===== src/hdl/skt_pkg.sv =====
// skt_pkg: shared types and codes for the sorted key table
// entry layout, cell command struct, mode, status and cell operation codes
// no dependencies
`default_nettype none

package skt_pkg;

  typedef struct packed {
    logic [15:0] key;
    logic [15:0] mask;
  } skt_entry_t;

  // input modes
  localparam logic [1:0] MODE_ADD    = 2'd0;
  localparam logic [1:0] MODE_UPDATE = 2'd1;
  localparam logic [1:0] MODE_DELETE = 2'd2;

  // result status
  localparam logic [1:0] STAT_OK   = 2'd0;
  localparam logic [1:0] STAT_MISS = 2'd1;
  localparam logic [1:0] STAT_FULL = 2'd2;

  // cell operations
  localparam logic [1:0] OP_NONE   = 2'd0;
  localparam logic [1:0] OP_INSERT = 2'd1;
  localparam logic [1:0] OP_UPDATE = 2'd2;
  localparam logic [1:0] OP_DELETE = 2'd3;

  typedef struct packed {
    logic        cmp_en;
    logic        apply_en;
    logic [1:0]  op;
    logic [15:0] key;
    logic [15:0] mask;
  } skt_cmd_t;

endpackage

`default_nettype wire


===== src/hdl/sorted_key_table.sv =====
// sorted_key_table: top level of the sorted key table
// a row of skt_cell slots driven by a small compare/apply sequencer
// depends on skt_pkg and skt_cell
//
// usage
// - input channel (in_valid/in_ready): one item is one operation, in_mode
//   selects add, update or delete, in_key is the handle, in_event_mask the mask
// - result channel (out_valid/out_ready): exactly one item per operation,
//   out_status (ok, duplicate or absent, full) and out_entry_count afterwards
// - each item goes through accept, a compare pass in which every cell
//   flags its key against the broadcast key, and an apply pass in which the
//   cells keep, shift from a neighbour or load the new entry all together
// - the result is registered when the apply pass commits; in_ready returns
//   with it, so one item is in flight and a new item waits for that commit
// - if the receiver stalls, the result holds in the output register; a new
//   item may still be accepted and compared, but its apply pass waits until
//   the output register is free, so no result is lost or overwritten
// - reset clears the entry count and the sequencer; the cell contents are
//   not cleared, slots at or above the count are never treated as occupied
`default_nettype none

module sorted_key_table #(
  parameter int CAPACITY = 64
) (
  input  wire logic        clk,
  input  wire logic        rst_n,
  input  wire logic        in_valid,
  output logic             in_ready,
  input  wire logic [1:0]  in_mode,
  input  wire logic [15:0] in_key,
  input  wire logic [15:0] in_event_mask,
  output logic             out_valid,
  input  wire logic        out_ready,
  output logic [1:0]       out_status,
  output logic [6:0]       out_entry_count
);
  import skt_pkg::*;

  localparam int CNT_W = $clog2(CAPACITY + 1);

  // sequencer states
  localparam logic [1:0] S_IDLE  = 2'd0;
  localparam logic [1:0] S_CMP   = 2'd1;
  localparam logic [1:0] S_APPLY = 2'd2;

  logic [1:0]       state_r, state_nxt;
  logic [1:0]       mode_r;
  logic [15:0]      key_r;
  logic [15:0]      mask_r;
  logic [CNT_W-1:0] count_r, count_nxt;
  logic             out_valid_r;
  logic [1:0]       out_status_r;
  logic [6:0]       out_count_r;

  skt_cmd_t         cmd;
  skt_entry_t       entries [CAPACITY];
  logic [CAPACITY-1:0] lt_flags;
  logic [CAPACITY-1:0] eq_flags;

  logic       accept;
  logic       commit;
  logic       hit;
  logic       full;
  logic [1:0] op;
  logic [1:0] status;

  assign in_ready = (state_r == S_IDLE);
  assign accept   = in_valid && in_ready;
  // apply only when the output register can take the result
  assign commit   = (state_r == S_APPLY) && (!out_valid_r || out_ready);

  // keys are unique, so at most one cell matches
  assign hit  = |eq_flags;
  assign full = (count_r == CNT_W'(CAPACITY));

  // decide the cell operation and the status from the registered flags
  always_comb begin
    op        = OP_NONE;
    status    = STAT_MISS;
    count_nxt = count_r;
    unique case (mode_r)
      MODE_ADD: begin
        if (hit) begin
          status = STAT_MISS;
        end else if (full) begin
          status = STAT_FULL;
        end else begin
          op        = OP_INSERT;
          status    = STAT_OK;
          count_nxt = count_r + CNT_W'(1);
        end
      end
      MODE_UPDATE: begin
        if (hit) begin
          op     = OP_UPDATE;
          status = STAT_OK;
        end
      end
      MODE_DELETE: begin
        if (hit) begin
          op        = OP_DELETE;
          status    = STAT_OK;
          count_nxt = count_r - CNT_W'(1);
        end
      end
      default: ; // unused mode, reported as a miss
    endcase
  end

  // broadcast command to the row
  assign cmd.cmp_en   = (state_r == S_CMP);
  assign cmd.apply_en = commit;
  assign cmd.op       = op;
  assign cmd.key      = key_r;
  assign cmd.mask     = mask_r;

  always_comb begin
    state_nxt = state_r;
    unique case (state_r)
      S_IDLE:  if (accept) state_nxt = S_CMP;
      S_CMP:   state_nxt = S_APPLY;
      S_APPLY: if (commit) state_nxt = S_IDLE;
      default: state_nxt = S_IDLE;
    endcase
  end

  always_ff @(posedge clk) begin
    if (!rst_n) begin
      state_r     <= S_IDLE;
      count_r     <= '0;
      out_valid_r <= 1'b0;
    end else begin
      state_r <= state_nxt;
      if (commit) begin
        count_r     <= count_nxt;
        out_valid_r <= 1'b1;
      end else if (out_ready) begin
        out_valid_r <= 1'b0;
      end
    end
  end

  // operation and result payload
  always_ff @(posedge clk) begin
    if (accept) begin
      mode_r <= in_mode;
      key_r  <= in_key;
      mask_r <= in_event_mask;
    end
    if (commit) begin
      out_status_r <= status;
      out_count_r  <= 7'(count_nxt);
    end
  end

  assign out_valid       = out_valid_r;
  assign out_status      = out_status_r;
  assign out_entry_count = out_count_r;

  // the cell row: slot 0 holds the smallest key
  for (genvar i = 0; i < CAPACITY; i++) begin : g_cell
    logic       left_lt;
    skt_entry_t left_entry;
    skt_entry_t right_entry;

    if (i == 0) begin : g_first
      assign left_lt    = 1'b1;
      assign left_entry = '0;
    end else begin : g_inner
      assign left_lt    = lt_flags[i-1];
      assign left_entry = entries[i-1];
    end

    if (i == CAPACITY - 1) begin : g_last
      assign right_entry = entries[i];
    end else begin : g_body
      assign right_entry = entries[i+1];
    end

    skt_cell #(
      .INDEX (i),
      .CNT_W (CNT_W)
    ) u_cell (
      .clk           (clk),
      .cmd_i         (cmd),
      .count_i       (count_r),
      .left_lt_i     (left_lt),
      .left_entry_i  (left_entry),
      .right_entry_i (right_entry),
      .entry_o       (entries[i]),
      .lt_o          (lt_flags[i]),
      .eq_o          (eq_flags[i])
    );
  end

  // count never runs past the row length
  a_count_bound: assert property (@(posedge clk) disable iff (!rst_n)
    count_r <= CNT_W'(CAPACITY))
    else $error("entry count beyond capacity");

  // keys are unique, so the compare pass matches at most one cell
  a_single_hit: assert property (@(posedge clk) disable iff (!rst_n)
    (state_r == S_APPLY) |-> $onehot0(eq_flags))
    else $error("more than one cell matched the key");

  // a successful add grows the table by one
  a_add_count: assert property (@(posedge clk) disable iff (!rst_n)
    (commit && mode_r == MODE_ADD && status == STAT_OK) |=>
      (count_r == $past(count_r) + CNT_W'(1)))
    else $error("add did not grow the entry count");

  // a rejected or missed operation leaves the count alone
  a_miss_count: assert property (@(posedge clk) disable iff (!rst_n)
    (commit && status != STAT_OK) |=> $stable(count_r))
    else $error("count changed on a refused operation");

  // an accepted item always enters the compare pass next
  a_accept_cmp: assert property (@(posedge clk) disable iff (!rst_n)
    accept |=> (state_r == S_CMP))
    else $error("accepted item did not start its compare pass");

endmodule

`default_nettype wire


===== src/hdl/skt_cell.sv =====
// skt_cell: one slot of the sorted key table row
// holds one entry, compares it against the broadcast key, shifts to/from neighbours
// depends on skt_pkg
`default_nettype none

module skt_cell #(
  parameter int INDEX = 0,
  parameter int CNT_W = 7
) (
  input  wire logic                 clk,
  input  wire skt_pkg::skt_cmd_t    cmd_i,
  input  wire logic [CNT_W-1:0]     count_i,
  input  wire logic                 left_lt_i,
  input  wire skt_pkg::skt_entry_t  left_entry_i,
  input  wire skt_pkg::skt_entry_t  right_entry_i,
  output skt_pkg::skt_entry_t       entry_o,
  output logic                      lt_o,
  output logic                      eq_o
);
  import skt_pkg::*;

  skt_entry_t entry_r, entry_nxt, new_entry;
  logic       lt_r, eq_r;
  logic       occ;

  assign occ       = count_i > CNT_W'(INDEX);
  assign new_entry = '{key: cmd_i.key, mask: cmd_i.mask};

  always_ff @(posedge clk) begin
    if (cmd_i.cmp_en) begin
      lt_r <= occ && (entry_r.key < cmd_i.key);
      eq_r <= occ && (entry_r.key == cmd_i.key);
    end
  end

  // lt flags form a thermometer, so the first non-lt cell is the insert point
  always_comb begin
    entry_nxt = entry_r;
    if (cmd_i.apply_en) begin
      unique case (cmd_i.op)
        OP_INSERT: begin
          if (!lt_r) entry_nxt = left_lt_i ? new_entry : left_entry_i;
        end
        OP_UPDATE: begin
          if (eq_r) entry_nxt = new_entry;
        end
        OP_DELETE: begin
          if (!lt_r) entry_nxt = right_entry_i;
        end
        default: ;
      endcase
    end
  end

  always_ff @(posedge clk) begin
    entry_r <= entry_nxt;
  end

  assign entry_o = entry_r;
  assign lt_o    = lt_r;
  assign eq_o    = eq_r;

endmodule

`default_nettype wire

===== config.mk =====
export PLATFORM = sky130hd
export DESIGN_NAME = sorted_key_table
export DESIGN_NICKNAME = d
export VERILOG_FILES = /design/src/hdl/skt_pkg.sv /design/src/hdl/sorted_key_table.sv /design/src/hdl/skt_cell.sv
export SDC_FILE = /design/constraint.sdc
export NUM_CORES = 2
export LEC_CHECK = 0
export ABC_AREA = 1
export BUFFER_PORTS_ARGS = -buffer_cell sky130_fd_sc_hd__buf_2
export CORE_UTILIZATION = 42
export DETAILED_ROUTE_END_ITERATION = 12
export GPL_ROUTABILITY_DRIVEN = 0
export PLACE_DENSITY = 0.65
export SLEW_MARGIN = 20
export SYNTH_ARGS = -nofsm -noshare
export SYNTH_HDL_FRONTEND = slang
export SYNTH_SLANG_ARGS = --single-unit

===== constraint.sdc =====
create_clock -name clk -period 11.9 [get_ports clk]
set_clock_uncertainty 0.2 [all_clocks]
set_input_delay 1.785 -clock clk [delete_from_list [all_inputs] [get_ports clk]]
set_output_delay 1.785 -clock clk [all_outputs]
set_load 0.01 [all_outputs]

==> flow_summary.yaml <==
outcome:
  status: "finished, final reports clean"
yosys:
  yosysUniqueCellTypes: 43
  synth_mux_area_frac: 0
  ys_ff_latch: 1189
  ys.flop_type: "edfxtp_1"
  synth_fp_nets: 11100
  synth_xor_xnor_area_share: 0.000716
  synth_warnings: 0
  synth_area_per_cell_um2: 8.51
  netlist_area_um2: 85600
  synthSimpleGateAreaFrac: 0.182
  synthAdderAreaFrac: 0.151
  syn_inst: 10100
  synth_top_family_by_area: "simple AND/OR/NAND/NOR gates"
  synth_enable_flop_cells: 1179
  async_reset_ff_frac: 0
  synth_seq_area_share: 0.416
  synth_compound_area_frac: 0.179
power:
  peakVddDrop_v: 0.000126
  powerDensity_nw_per_um2: 122
  power.net_switching_uw: 3420
  pwr-share-clk: 0.384
  report.power.total_uw: 11300
  seq_power_share: 0.435
  leakage_uw: 0.0381
  swShare: 0.304
  p_int_uw: 7830
  power.share.combinational: 0.181
clock_network:
  cts_post_setup_buffers_inserted: 0
  cts_max_level: 4
  clk_latency_ps: 830
  cts_resized: 0
  cts_buffers: 143
  cts_tree: "yes"
  clockBufferDepth: 3
  clkTransAtPathRegs_ps: 60
  cts_hold_buffers: 0
  clock-sinks: 1189
  root_buffer: "clkbuf_16"
hold_path:
  holdPathStages: 1
  hold_start: "state_r[1]$_SDFFE_PN0P_"
  holdCritPathClass: "flop to flop"
  whs_endpoint: "state_r[0]$_SDFFE_PN0P_"
floorplanning:
  die_h_um: 453
  core_area_um2: 202000
  dieWidth_um: 453
  rows: 165
  io_pins: 49
  start_util: 0.423
  dieArea_um2: 206000
drt:
  routed_wl_um: 314000
  drt_iter0_drc: 9978
  num_vias: 77700
  via_per_inst: 6.20
  drtPass1Iterations: 6
  drcViolationCount: 0
  ant_nets: 0
  wire_per_inst_um: 25.1
cells_and_area:
  drive_gt1_frac: 0.0441
  fill_cells: 19400
  fin_nets: 10800
  utilization: 0.456
  area_growth_pct: 7.90
worst_setup_path:
  r2r_cells: 14
  crit_arrival_ps: 7510
  ff2ff_setup_slack_ps: 4610
  r2r-end: "g_cell[1].u_cell.entry_o[21]$_DFFE_PP_"
  timing.rr.start: "g_cell[38].u_cell.eq_o$_DFFE_PN_"
  crit_path_end_kind: "flop"
  timing.critical_path.buf_inv: 2
  crit_chain: "nor2_1 > nand2_1 > nor2_1 > nand2_1 > nor2_2 > nand2_2 > nand2_8 > buf_4 > a21oi_1 > ha_1 > nor2_4 > buf_4 > nor2_1 > nor2_2"
  crit_type: "flop to flop"
  cpLargestDelayFamily: "simple AND/OR/NAND/NOR gates"
  startpoint: "g_cell[38].u_cell.eq_o$_DFFE_PN_"
  crit_fanout: 88
  cp_slowest_cell: "nor2_4"
  cp-start-kind: "flop"
  cp_common_cell: "nor2_1"
  slowest_delay_ps: 920
  worstPathRequired_ps: 12120
sta:
  fmax_ghz: 0.137
  setup_viol: 0
  rsz0062_at_grt: "no"
  worst_slew_pin_slew_ps: 1270
  slew_headroom: 0.145
  whs_ps: 304
  hold_violations: 0
  post-route-period-util: 0.612
  finalCriticalPeriod_ps: 7290
  slew_viol_final: 0
  setup_tns_ps: 0
placement:
  portBuffers: 32
  dp_hpwl_um: 211000
global_route:
  track_usage: 0.299
  gr-total-overflow: 0
  grt_pass1_vias: 74300
  antenna_found_initial: 7
  grt_pass1_wl_um: 466000
  grt_max_degree: 220
flow_run:
  max_cap_viol_count: 0
## cell usage after synthesis (all sizes together) (3+ instances only)
cell     number  area share
nand2      2609        0.11
edfxtp     1179        0.41
o211ai     1042       0.091
ha         1036        0.15
inv         879       0.039
o21ai       808       0.047
nand3       580       0.034
a21oi       524       0.031
clkbuf      490       0.021
nor2        376       0.017
buf         150       0.010
nand4       116      0.0085
nor3         67      0.0039
a211oi       30      0.0026
nor4         28      0.0020
o21a         19      0.0017
clkinv       15     0.00066
and3         14      0.0010
nor4b        13      0.0013
o2111ai      11      0.0011
o221ai       11      0.0011
dfxtp        10      0.0023
o31ai         9     0.00079
xor2          6     0.00061
a31oi         5     0.00037
a21boi        4     0.00035
a221oi        4     0.00041
a21o          3     0.00026
## area by class of cell
type | count | area (um^2) | share of cell area
multi-input cells | 7327 | 44100 | 0.477
flip-flops and latches | 1189 | 35600 | 0.386
clock buffers | 183 | 3790 | 0.0411
inverters | 894 | 3410 | 0.0369
well taps | 2672 | 3340 | 0.0362
repair buffers | 199 | 1500 | 0.0163
clock inverters | 67 | 582 | 0.00630
diodes | 4 | 10.0 | 0.000108
## worst reg2reg max path: cells and delay by family, from the launching register on
kind / cells / cell delay, ps
buffers and inverters: 2 / 1570
DFF: 1 / 510
adders and majority gates: 1 / 320
AOI/OAI and AO/OA: 1 / 230
and+or+nand+nor: 10 / 4050
## routing by layer
layer | GRT usage | wire length [um]
met2 | 0.458 | 137000
met4 | 0.159 | 18800
met3 | 0.0638 | 36600
met5 | 0 | 40
met1 | 0.393 | 122000
## worst max path at each step
| stage | cells past startpoint | slack [ps] | endpoint |
|---|---|---|---|
| final | 14 | 4610 | g_cell[1].u_cell.entry_o[21]$_DFFE_PP_ |
| after global routing | 14 | 4560 | g_cell[1].u_cell.entry_o[21]$_DFFE_PP_ |
| after CTS | 14 | 4880 | g_cell[1].u_cell.entry_o[21]$_DFFE_PP_ |
| after detailed placement | 14 | 4930 | g_cell[1].u_cell.entry_o[17]$_DFFE_PP_ |
| after global placement | 16 | 4890 | g_cell[12].u_cell.entry_o[24]$_DFFE_PP_ |
| after floorplan | 6 | 7630 | g_cell[63].u_cell.entry_o[16]$_DFFE_PP_ |
## per-stage QoR
step | cell area, um^2 | cells | setup slack, ps
3_3_place_gp | 87900 | 12300 | 4890
2_1_floorplan | 85600 | 10100 | 7630
3_5_place_dp | 87900 | 12300 | 4930
4_1_cts | 92300 | 12500 | 4880
5_1_grt | 92300 | 12500 | 4560
6_report | 92300 | 12500 | 4610
## kinds of logic after synthesis
family / count (synthesis)
AO/OA/AOI/OAI: 2480
flip-flops: 1189
adder cells (fa/ha/maj): 1036
buffers and inverters: 1534
XOR/XNOR: 7
AND/OR/NAND/NOR: 3804
## cells in the final DEF, fill, tap and decap left out, drive strengths merged, types with 2 or more instances in the layout
cell type	count
o21ai	808
a211o	2
a21o	3
dfxtp	10
a21oi	524
nand2	2609
o2111ai	11
o22ai	2
xor2	6
o21a	19
nand4	116
buf	199
clkbuf	183
a211oi	30
o31ai	9
o211ai	1042
nor2	376
a31oi	5
o221ai	11
edfxtp	1179
clkinv	66
and3	14
a41oi	2
ha	1036
o211a	2
nor3	67
a221oi	4
nor4	28
diode	4
nand3	580
bufinv	9
nor4b	13
a21boi	4
inv	886
## flip-flops by register name (all words and copies together), names as in the netlist
signal	cells
out_status	2
g_cell.u_cell.entry_o	1024
g_cell.u_cell.eq_o	64
mode_r	2
out_entry_count	7
state_r	2
key_r	16
count_r	7
g_cell.u_cell.lt_o	64
out_valid	1
## power groups by stage
stage                     logic (uW)  clock network, uW  registers (uW)
after floorplan                 1350                  0            4920
final                           2040               4320            4890
after detailed placement        1970                  0            4980
after CTS                       1980               4330            4890
after global placement          1900                  0            4970
after global routing            2210               4470            4900
Note: power is estimated with default switching activity, not from simulation.
